File: src/rtl/ssi_pkg.sv
// ============================================================================
// ssi_pkg: shared types and constants of the segment intersection core
// Coordinate width, derived arithmetic widths, the input and result item
// structs and the control bundle that travels along the divider chain.
// ============================================================================
package ssi_pkg;

    // Width of one coordinate field. The ports are fixed to it.
    localparam int COORD_BITS = 16;
    // Difference of two coordinates.
    localparam int DIFF_W = COORD_BITS + 1;
    // Product of two differences.
    localparam int PROD_W = 2 * COORD_BITS + 2;
    // Difference of two products (cross product).
    localparam int CROSS_W = 2 * COORD_BITS + 3;
    // Magnitude of the determinant and of the numerators.
    localparam int DIV_W = 2 * COORD_BITS + 1;
    // Magnitude of a direction component.
    localparam int MAG_W = COORD_BITS;
    // Direction magnitude times numerator.
    localparam int NUM_W = MAG_W + DIV_W;
    // Result coordinate width.
    localparam int OUT_W = 32;

    typedef struct packed {
        logic signed [COORD_BITS-1:0] seg_a_start_x;
        logic signed [COORD_BITS-1:0] seg_a_start_y;
        logic signed [COORD_BITS-1:0] seg_a_end_x;
        logic signed [COORD_BITS-1:0] seg_a_end_y;
        logic signed [COORD_BITS-1:0] seg_b_start_x;
        logic signed [COORD_BITS-1:0] seg_b_start_y;
        logic signed [COORD_BITS-1:0] seg_b_end_x;
        logic signed [COORD_BITS-1:0] seg_b_end_y;
    } t_seg_in;

    typedef struct packed {
        logic                    hit;
        logic signed [OUT_W-1:0] cross_x;
        logic signed [OUT_W-1:0] cross_y;
    } t_seg_out;

    // Per-item control that moves along the pipeline and the cell chain.
    typedef struct packed {
        logic valid;
        logic hit;
        logic neg_x;
        logic neg_y;
    } t_ctl;

endpackage

File: src/rtl/ssi_cell.sv
// ============================================================================
// ssi_cell: one restoring division step for both coordinate lanes
// Shifts the next dividend bit into the partial remainder, subtracts the
// divisor when it fits and shifts the quotient bit in at the bottom.
// ============================================================================
module ssi_cell #(
    parameter int QUO_W = 32
) (
    input  logic                                  i_clk,
    input  logic                                  i_rst_n,
    input  ssi_pkg::t_ctl                         i_ctl,
    input  logic [ssi_pkg::DIV_W-1:0]             i_rem_x,
    input  logic [ssi_pkg::DIV_W-1:0]             i_rem_y,
    input  logic [QUO_W-1:0]                      i_bits_x,
    input  logic [QUO_W-1:0]                      i_bits_y,
    input  logic [ssi_pkg::DIV_W-1:0]             i_div,
    input  logic signed [ssi_pkg::COORD_BITS-1:0] i_base_x,
    input  logic signed [ssi_pkg::COORD_BITS-1:0] i_base_y,
    output ssi_pkg::t_ctl                         o_ctl,
    output logic [ssi_pkg::DIV_W-1:0]             o_rem_x,
    output logic [ssi_pkg::DIV_W-1:0]             o_rem_y,
    output logic [QUO_W-1:0]                      o_bits_x,
    output logic [QUO_W-1:0]                      o_bits_y,
    output logic [ssi_pkg::DIV_W-1:0]             o_div,
    output logic signed [ssi_pkg::COORD_BITS-1:0] o_base_x,
    output logic signed [ssi_pkg::COORD_BITS-1:0] o_base_y
);

    localparam int DW = ssi_pkg::DIV_W;

    ssi_pkg::t_ctl r_ctl;
    logic [DW-1:0] r_rem_x, r_rem_y, r_div;
    logic [QUO_W-1:0] r_bits_x, r_bits_y;
    logic signed [ssi_pkg::COORD_BITS-1:0] r_base_x, r_base_y;

    logic [DW:0]   trial_x, trial_y, diff_x, diff_y;
    logic          take_x, take_y;
    logic [DW-1:0] n_rem_x, n_rem_y;

    // The bits register carries the unused dividend bits at the top and the
    // quotient bits collected so far at the bottom.
    always_comb begin
        trial_x = {i_rem_x, i_bits_x[QUO_W-1]};
        trial_y = {i_rem_y, i_bits_y[QUO_W-1]};
        diff_x  = trial_x - {1'b0, i_div};
        diff_y  = trial_y - {1'b0, i_div};
        take_x  = (trial_x >= {1'b0, i_div});
        take_y  = (trial_y >= {1'b0, i_div});
        n_rem_x = take_x ? diff_x[DW-1:0] : trial_x[DW-1:0];
        n_rem_y = take_y ? diff_y[DW-1:0] : trial_y[DW-1:0];
    end

    always_ff @(posedge i_clk) begin
        if (!i_rst_n) begin
            r_ctl <= '0;
        end else begin
            r_ctl <= i_ctl;
        end
    end

    always_ff @(posedge i_clk) begin
        r_rem_x  <= n_rem_x;
        r_rem_y  <= n_rem_y;
        r_bits_x <= {i_bits_x[QUO_W-2:0], take_x};
        r_bits_y <= {i_bits_y[QUO_W-2:0], take_y};
        r_div    <= i_div;
        r_base_x <= i_base_x;
        r_base_y <= i_base_y;
    end

    assign o_ctl    = r_ctl;
    assign o_rem_x  = r_rem_x;
    assign o_rem_y  = r_rem_y;
    assign o_bits_x = r_bits_x;
    assign o_bits_y = r_bits_y;
    assign o_div    = r_div;
    assign o_base_x = r_base_x;
    assign o_base_y = r_base_y;

endmodule

File: config.mk
export PLATFORM = sky130hd
export DESIGN_NAME = ssi_cell
export DESIGN_NICKNAME = d
export VERILOG_FILES = /design/src/rtl/ssi_pkg.sv /design/src/rtl/ssi_cell.sv
export SDC_FILE = /design/constraint.sdc
export NUM_CORES = 1
export LEC_CHECK = 0
export ABC_AREA = 1
export BUFFER_PORTS_ARGS = -buffer_cell sky130_fd_sc_hd__buf_4
export CAP_MARGIN = 15
export CORE_MARGIN = 2
export CORE_UTILIZATION = 45
export CTS_BUF_LIST = sky130_fd_sc_hd__clkbuf_16
export DETAILED_ROUTE_END_ITERATION = 12
export PLACE_DENSITY = 0.8
export SLEW_MARGIN = 20
export SYNTH_ARGS = -nofsm -noshare
export SYNTH_HDL_FRONTEND = slang
export SYNTH_SLANG_ARGS = --single-unit
export TNS_END_PERCENT = 10
File: constraint.sdc
create_clock -name i_clk -period 1.9 [get_ports i_clk]
set_clock_uncertainty 0.1 [all_clocks]
set_input_delay 0.285 -clock i_clk [delete_from_list [all_inputs] [get_ports i_clk]]
set_output_delay 0.285 -clock i_clk [all_outputs]
set_load 0.1 [all_outputs]
==> run_results.csv, run 1 <==
group,metric,value,unit
run_status,outcome,"finished, violations left",
run_status,failed_checks,"setup timing",
floorplanning,rows,56,
clock_tree,cts_buffer_depth,2,
hold_path,hp-start,"i_rem_y[22]",
finish,fin_util,78.1,%
routing,viasPerCell,4.93,
timing,hold_violations,0,
floorplanning,die_w,157,µm
floorplanning,fp.coreArea,23300,µm²
timing,worst_slack,-42.9,ps
job,drv_cap,0,
timing,setup_violations,1,
floorplanning,num_io_pins,400,
timing,setup_tns,-42.9,ps
finish,finalNonFillerCells,2677,
clock_tree,numCtsBuffers,17,
timing,relSlewSlack,75.9,%
finish,regArea,3980,µm²
clock_tree,cts.sinks,199,
timing,tightest_slew,359,ps
synth,netlist_area,10500,µm²
timing,fin_crit_sh,102,%
setup_path,crit_path_top_delay_cell,"ha_1",
timing,timing.fmax,0.515,GHz
setup_path,cp-start-kind,"input port",
place,dpl.hpwl,34700,µm
routing,vias,13186,
clock_tree,clock-root-buffer,"clkbuf_16",
power,ir_worst_vdd,0.604,mV
timing,period_minus_slack,1940,ps
clock_tree,htreeDepth,4,
floorplanning,dieArea,24700,µm²
timing,rsz0062_at_grt,"true",
clock_tree,clk_pin_slew,90,ps
setup_path,worstPathCellList,"buf_4 > inv_1 > ha_1 > nand2_1 > inv_1 > nand2_1 > inv_2 > nand2_1 > nor2_1 > nand2_1 > nand2_2 > nor2_4 > nand2_8 > buf_12 > nand2_1 > o21ai_0",
synth,synth_cell_types,31,
setup_path,worstSetupEndpointType,"register",
routing,drt-initial-drc-count,969,
clock_tree,tritoncts,"built",
synth,ys_seq_area_share,37.8,%
place,gp_congestion,1.01,
floorplanning,initial_core_util,45.3,%
global_routing,antenna_found_initial,1,
floorplanning,die_h,157,µm
routing,avgRoutedWirePerCell,18.2,µm
synth,yosys_warnings,0,
global_routing,grt_pass1_vias,13091,
global_routing,grtUsageTotal,37.9,%
global_routing,gr-total-overflow,0,
routing,drc,0,
timing,whs,17.7,ps
setup_path,critical_path_class,"input port to register",
setup_path,path_common_cell,"nand2_1",
setup_path,worstPathMaxFanout,20,
routing,drtAntennaViolNets,0,
hold_path,hp-class,"input port to register",
finish,multi_input_area,5530,µm²
hold_path,holdPathEnd,"o_rem_y[23]",
synth,postSynthAreaPerCell,6.83,µm²
power,powerDensity,893,nW/µm²
place,io_buffers,399,
hold_path,hold_path_depth,3,
synth,synth-seq-cells,199,
place,place_inst,2458,
power,p_leak,10.1,nW
synth,syn_inst,1543,
finish,layout-drive-gt1-share,32.1,%
setup_path,critPathArrivalTime,2170,ps
finish,fillers,1616,
synth,syn_nets,1812,
global_routing,grt_max_degree,36,
routing,totalWireLength,48700,µm
global_routing,grt_pass1_wl,70500,µm
finish,nNetsFinal,2613,
timing,slew_violations,0,
routing,drtPass1Iterations,6,
setup_path,cpPeakStageDelay,300,ps
finish,synthToLayoutAreaGrowth,72.4,%
setup_path,required,2120,ps
synthesized netlist by cell type:
library cell  count  share of area, %
o21bai_1          2              0.14
and3_1            2              0.12
o21ai_0           2             0.095
inv_2             6              0.21
nand2_4           2              0.21
a21oi_1          41               1.9
nand3_1         111               5.3
nor2_1           79               2.8
buf_8             1              0.14
nand4_1           6              0.36
xnor2_1           2              0.17
or2_2             5              0.30
ha_1             66               7.8
buf_12            2              0.38
nand3b_1         20               1.4
nor3_1           16              0.76
a21o_1            4              0.28
and2_1           11              0.65
inv_1           282                10
xor2_1           26               2.2
nand2_8           2              0.38
buf_6             3              0.32
nor2_4            3              0.32
nand3_2          27               2.6
nor2_2            8              0.47
buf_2            12              0.57
nor3_2            4              0.38
fa_1              2              0.38
dfxtp_1         199                38
nand2_2          11              0.65
nand2_1         586                21
area by class of cell:
cell class,count,area share (%)
antenna,1,0.0138
clock buffer,17,2.34
clock inverter,15,1.24
inverter,288,5.95
multi-input combinational,1039,30.4
sequential,199,21.9
tap,319,2.20
timing repair buffer,799,35.9
through the flow:
step | power, mW | instance area (µm²) | worst slack, ps
after floorplan | 9.58 | 10500 | 1.86
after global placement | 11.7 | 15500 | -398
after detailed placement | 11.7 | 15500 | -433
after CTS | 16.0 | 17900 | 43.3
after global routing | 16.7 | 18200 | -110
final | 16.2 | 18200 | -42.9
worst max-delay path by stage:
| stage | from | end | slack [ps] | depth (start not counted) |
|---|---|---|---|---|
| 6_report | i_div[12] | o_rem_x[0] | -40 | 16 |
| 5_1_grt | i_bits_x[31] | o_rem_x[0] | -110 | 14 |
| 4_1_cts | i_bits_y[31] | o_rem_y[28] | 40 | 15 |
| 3_5_place_dp | i_bits_y[31] | o_rem_y[28] | -430 | 15 |
| 3_3_place_gp | i_div[7] | o_rem_y[28] | -400 | 14 |
| 2_1_floorplan | i_bits_y[31] | o_rem_y[31] | 2 | 13 |
cell usage in the layout, fill, tap and decap left out, types with 4 or more instances in the layout:
master and count:
a21o_1 4, a21oi_1 38, and2_1 11, buf_12 5
buf_4 609, clkbuf_16 17, clkinv_8 5, dfxtp_1 199
dlygate4sd3_1 182, ha_1 57, ha_4 6, inv_1 280
inv_12 5, inv_2 8, nand2_1 567, nand2_2 30
nand2_8 4, nand3_1 110, nand3_2 27, nand3b_1 20
nand4_1 6, nor2_1 76, nor2_2 11, nor3_1 15
nor3_2 5, or2_2 5, xor2_1 26
repair_timing:
action                                  in CTS  in global routing
hold endpoints to repair                   178                  0
buffers inserted                             0                  3
hold buffers                               182                  0
gates resized for setup                      0                 44
endpoints found under the setup margin       0                 66
critical path, delay by kind of cell:
kind / cells / cell delay, ps
adder cells (fa/ha/maj): 1 / 300
AO/OA/AOI/OAI: 1 / 100
buffers and inverters: 5 / 600
AND/OR/NAND/NOR: 9 / 870
kinds of logic (layout without fill, tap and decap cells):
kind of cell / Yosys count / in the layout / share of synthesized area, %
flip-flops: 199 / 199 / 37.8
AO/OA/AOI/OAI: 49 / 49 / 2.47
AND/OR/NAND/NOR: 893 / 894 / 37.5
buffers and inverters: 306 / 1119 / 11.7
other: 0 / 1 / 0
XOR/XNOR: 28 / 28 / 2.33
adder cells (fa/ha/maj): 68 / 68 / 8.21
where the power goes:
part           switching [mW]  leakage, nW  total (mW)  internal (mW)
sequential              0.164         1.68        4.77           4.60
combinational            5.25         8.13        7.46           2.21
clock                    2.13        0.312        4.01           1.88
total                    7.54         10.1        16.2           8.69
state kept, by name, summed over array words and instances (netlist names):
| name | flops |
|---|---|
| o_div | 33 |
| o_rem_x | 33 |
| o_rem_y | 33 |
| o_bits_x | 32 |
| o_bits_y | 32 |
| o_base_x | 16 |
| o_base_y | 16 |
| o_ctl | 4 |
metal layers:
layer | up-vias | part of all wire [%] | global-route usage, % | wire length (µm)
met3 | 201 | 7.4 | 8.26 | 3610
met4 | 0 | 7.2 | 24.9 | 3520
met1 | 6023 | 38 | 42.3 | 18500
met5 | - | 0 | 0 | 0
met2 | 665 | 47 | 65.0 | 23000
li1 | 6297 | - | - | -
No activity file was read; power rests on OpenSTA's default activity.
==> run 2: changes to the inputs <==
--- a/config.mk
+++ b/config.mk
@@ -17,4 +17,4 @@
 export SYNTH_ARGS = -nofsm -noshare
 export SYNTH_HDL_FRONTEND = slang
 export SYNTH_SLANG_ARGS = --single-unit
-export TNS_END_PERCENT = 10
+export TNS_END_PERCENT = 20
==> run 2 against run 1 <==
- the flow still finishes with violations (setup timing)
- power increased by 0.21%
- via count is 0.28% higher
- first-iteration DRC count down 6.1%
- cell area grew 0.47%
- sequential share of layout area is 0.10 points lower
- critical path depth fell by 2
- worst setup slack improved by 9.8 ps
- cell count about the same
- die area stayed put
- combinational power about the same
==> run_results.csv, run 2 (synthesis results as in run 1) <==
group,metric,value,unit
clock_tree,cts_buffer_depth,2,
clock_tree,tritoncts,"built",
floorplanning,fp.coreArea,23300,µm²
floorplanning,die_w,157,µm
setup_path,required,2130,ps
timing,setup_tns,-45.8,ps
floorplanning,dieArea,24700,µm²
power,total_power,16.3,mW
finish,fin_util,78.5,%
timing,tightest_slew,356,ps
routing,drtAntennaViolNets,0,
clock_tree,htreeDepth,4,
routing,vias,13223,
place,gp_congestion,1.01,
power,ir_worst_vdd,0.605,mV
floorplanning,rows,56,
global_routing,busiest_layer,"met2",
timing,timing.fmax,0.517,GHz
finish,nNetsFinal,2614,
clock_tree,clock-root-buffer,"clkbuf_16",
timing,setup_violations,2,
clock_tree,cts.sinks,199,
global_routing,grtUsageTotal,37.9,%
setup_path,critical_path_class,"input port to register",
routing,viasPerCell,4.94,
setup_path,cp-start-kind,"input port",
place,dpl.hpwl,34700,µm
finish,final_common_cell,"buf_4",
timing,hold_violations,0,
routing,drt-initial-drc-count,910,
global_routing,use_met2,65.0,%
setup_path,worstPathMaxFanout,20,
timing,slew_violations,0,
hold_path,hp-class,"input port to register",
clock_tree,clk_pin_slew,90,ps
place,io_buffers,399,
timing,fin_crit_sh,102,%
place,place_inst,2458,
finish,regArea,3980,µm²
setup_path,worstSetupEndpointType,"register",
global_routing,antenna_found_initial,1,
finish,synthToLayoutAreaGrowth,73.2,%
timing,relSlewSlack,76.3,%
finish,multi_input_area,5600,µm²
global_routing,grt_pass1_vias,13091,
run_status,outcome,"finished, violations left",
finish,finalNonFillerCells,2678,
finish,layout-drive-gt1-share,32.6,%
global_routing,grt_pass1_wl,70500,µm
hold_path,hp-start,"i_rem_y[22]",
power,p_leak,10.1,nW
hold_path,holdPathEnd,"o_rem_y[23]",
global_routing,grt_use_met1,42.3,%
clock_tree,numCtsBuffers,17,
finish,mostFrequentLayoutCells,"buf_4 (608), nand2_1 (566), inv_1 (279)",
routing,avgRoutedWirePerCell,18.2,µm
job,drv_cap,0,
timing,period_minus_slack,1930,ps
routing,drc,0,
global_routing,grt_max_degree,36,
timing,worst_slack,-33.2,ps
global_routing,gr-total-overflow,0,
floorplanning,num_io_pins,400,
routing,drtPass1Iterations,8,
hold_path,hold_path_depth,3,
setup_path,critPathArrivalTime,2160,ps
floorplanning,initial_core_util,45.3,%
power,powerDensity,891,nW/µm²
floorplanning,die_h,157,µm
routing,totalWireLength,48800,µm
run_status,failed_checks,"setup timing",
timing,rsz0062_at_grt,"true",
global_routing,met3_usage,8.26,%
finish,fillers,1588,
==> run 2: cell count changes in the layout (fill, tap and decap cells not counted), moves of 4 or more <==
cell | previous run | this run
nor2_1 | 76 | 71
ha_1 | 57 | 53
nor2_2 | 11 | 16
ha_4 | 6 | 10
==> run 2: layout make-up <==
class	count	share of cell area, %
repair buffers	799	35.8
multi-input cells	1040	30.7
inverters	288	5.94
flip-flops and latches	199	21.8
clock buffers	17	2.33
diodes	1	0.0137
clock inverters	15	1.23
well taps	319	2.19
==> run 2: worst max-delay path: stages <==
cell     delay [ps]
buf_4           110
inv_1           110
ha_2            190
inv_1            80
fa_2            430
nand3_2         110
nand3_4         100
nand2_2         100
nand2_2          70
nand2_4         100
nand2_8          90
buf_12          170
nand2_1          90
o21ai_0         100
==> run 2: through the flow <==
step                area, µm²  setup WS [ps]  hold slack (ps)
floorplan               10500           1.86              213
global placement        15500           -398              289
detailed placement      15500           -433              291
CTS                     17900           43.3             1.60
global route            18300           -103             13.8
finish                  18300          -33.2             20.2
==> run 2: worst max-delay path by stage <==
stage	start	endpoint	slack (ps)	depth (start not counted)
detailed placement	i_bits_y[31]	o_rem_y[28]	-430	15
floorplan	i_bits_y[31]	o_rem_y[31]	2	13
CTS	i_bits_y[31]	o_rem_y[28]	40	15
global route	i_bits_x[31]	o_rem_x[0]	-100	14
finish	i_bits_x[31]	o_rem_x[0]	-30	14
global placement	i_div[7]	o_rem_y[28]	-400	14
==> run 2: metal layers <==
metal	vias to the layer above	share of wire, %
met5	-	0
met4	0	7.4
met3	202	7.2
met2	656	47
met1	6068	38
li1	6297	-
==> run 2: what timing repair did <==
action	CTS	global route
hold endpoints to repair	178	0
endpoints found under the setup margin	0	66
hold buffers	182	0
gates resized for setup	0	56
setup buffers	0	3
==> run 2: report_power, final <==
| group | leakage (nW) | switching (mW) | total, mW | internal (mW) |
|---|---|---|---|---|
| logic | 8.14 | 5.26 | 7.48 | 2.22 |
| clock network | 0.312 | 2.14 | 4.02 | 1.88 |
| registers | 1.68 | 0.163 | 4.77 | 4.60 |
| total | 10.1 | 7.56 | 16.3 | 8.71 |
==> run 3: changes to the inputs <==
==> constraint.sdc (replaced) <==
create_clock -name i_clk -period 1.9 [get_ports i_clk]
set_clock_uncertainty 0.1 [all_clocks]
set_input_delay 0.38 -clock i_clk [delete_from_list [all_inputs] [get_ports i_clk]]
set_output_delay 0.38 -clock i_clk [all_outputs]
set_load 0.1 [all_outputs]
==> run 3 against run 2 <==
- the run still ends with setup timing left
- via count fell by 4.1%
- sequential power barely moved
- critical path depth fell by 3
- core utilization fell by 1.5 points
- count of clock-buffer cells in the layout did not move
- sequential share of layout area rose by 0.42 points
- cell area fell by 1.9%
- flip-flop and latch count did not move
- power fell by 0.90%
- routed wire length fell by 5.5%
==> run_results.csv, run 3 (synthesis results as in run 1) <==
group,metric,value,unit
finish,nNetsFinal,2554,
timing,period_minus_slack,1960,ps
setup_path,path_common_cell,"nand2_1",
setup_path,worstSetupEndpointType,"register",
routing,drtAntennaViolNets,0,
timing,slew_violations,0,
setup_path,critPathArrivalTime,2210,ps
clock_tree,htreeDepth,4,
finish,fillers,1733,
place,dp_slack,-577,ps
routing,drt-initial-drc-count,777,
power,ir_worst_vdd,0.589,mV
finish,synthToLayoutAreaGrowth,69.9,%
floorplanning,dieArea,24700,µm²
floorplanning,initial_core_util,45.3,%
hold_path,holdPathEnd,"o_ctl[1]",
power,p_leak,9.88,nW
routing,drtPass1Iterations,5,
setup_path,crit_buf_inv,3,
global_routing,grtUsageTotal,35.9,%
clock_tree,tritoncts,"built",
floorplanning,num_io_pins,400,
hold_path,hp-start,"i_ctl[1]",
clock_tree,numCtsBuffers,17,
clock_tree,cts_buffer_depth,2,
routing,drc,0,
global_routing,gr-total-overflow,0,
global_routing,grt_max_degree,33,
finish,mostFrequentLayoutCells,"buf_4 (607), nand2_1 (553), inv_1 (271)",
place,io_buffers,399,
power,powerDensity,900,nW/µm²
run_status,outcome,"finished, violations left",
setup_path,cp-start-kind,"input port",
timing,relSlewSlack,74.8,%
timing,fin_crit_sh,103,%
setup_path,crit_family,"simple AND/OR/NAND/NOR gates",
timing,setup_tns,-1080,ps
finish,layout-drive-gt1-share,35.1,%
floorplanning,rows,56,
setup_path,worstPathCellList,"buf_4 > clkinvlp_4 > ha_1 > nand2_1 > nor2_1 > nand2_1 > nor3_2 > nand2_8 > buf_6 > nand3_1 > nand2_1",
timing,worst_slack,-63.7,ps
global_routing,antenna_found_initial,2,
clock_tree,clk_pin_slew,90,ps
routing,totalWireLength,46100,µm
timing,setup_violations,53,
job,drv_cap,0,
finish,fin_util,77.0,%
setup_path,critical_path_class,"input port to register",
setup_path,worstPathMaxFanout,12,
global_routing,grt_pass1_wl,67600,µm
routing,viasPerCell,4.84,
setup_path,cpPeakStageDelay,360,ps
timing,whs,41.9,ps
timing,rsz0062_at_grt,"true",
setup_path,required,2140,ps
hold_path,hold_path_depth,3,
routing,vias,12675,
floorplanning,fp.coreArea,23300,µm²
timing,tightest_slew,376,ps
clock_tree,cts.sinks,199,
place,gp_congestion,0.971,
routing,avgRoutedWirePerCell,17.6,µm
floorplanning,die_w,157,µm
run_status,failed_checks,"setup timing",
timing,timing.fmax,0.509,GHz
floorplanning,die_h,157,µm
finish,final_common_cell,"buf_4",
setup_path,crit_path_top_delay_cell,"ha_1",
hold_path,hp-class,"input port to register",
place,dpl.hpwl,34100,µm
timing,hold_violations,0,
global_routing,grt_pass1_vias,12620,
clock_tree,clock-root-buffer,"clkbuf_16",
## run 3: changes by cell type in the layout (fill, tap and decap cells not counted), moves of 11 or more
| cell | previous run | this run |
|---|---|---|
| dlygate4sd3_1 | 182 | 125 |
| nand2_1 | 566 | 553 |
| nand2_2 | 31 | 43 |
| ha_4 | 10 | 21 |
## run 3: layout make-up
cell class	instances	area, µm²	share of cell area (%)
inverters	288	1110	6.18
repair buffers	739	5930	33.1
clock buffers	17	425	2.38
clock inverters	15	214	1.19
flip-flops and latches	199	3980	22.2
well taps	319	399	2.23
diodes	1	2.50	0.0140
multi-input cells	1040	5850	32.7
## run 3: worst max-delay path by stage
stage	from	to	cells after the start
5_1_grt	i_div[32]	o_rem_y[21]	11
3_5_place_dp	i_div[29]	o_rem_y[0]	12
6_report	i_div[32]	o_rem_y[11]	11
3_3_place_gp	i_div[7]	o_rem_x[28]	14
4_1_cts	i_div[15]	o_rem_y[22]	15
2_1_floorplan	i_div[31]	o_rem_y[31]	12
## run 3: stage by stage
step	cell area [µm²]	power, mW	instances
detailed placement	15500	11.8	2450
finish	17900	16.1	2618
CTS	17600	15.9	2614
global route	17900	16.7	2618
global placement	15500	11.7	2450
floorplan	10700	9.62	1543
## run 3: power breakdown
group | switching, mW | total, mW | internal [mW]
clock | 2.10 | 3.95 | 1.85
combinational | 5.23 | 7.41 | 2.18
sequential | 0.154 | 4.76 | 4.60
total | 7.49 | 16.1 | 8.64
## run 3: worst min-delay path: cells and delay by family
kind | cells | cell delay, ps
buffers and inverters | 2 | 130
and+or+nand+nor | 1 | 50
## run 3: repair_timing
item,in CTS,in global routing
setup endpoints to repair,66,67
gates resized for setup,29,59
buffers inserted,6,2
hold endpoints to repair,125,0
hold buffers,125,0
gates cloned,1,1
pin swaps,6,4
## run 3: per-layer routing
layer | up-vias | routed length (µm) | global-route usage (%)
met2 | 505 | 22600 | 64.4
li1 | 6167 | - | -
met1 | 5846 | 17400 | 39.9
met5 | - | 11 | 0
met4 | 2 | 2970 | 21.2
met3 | 155 | 3040 | 6.08
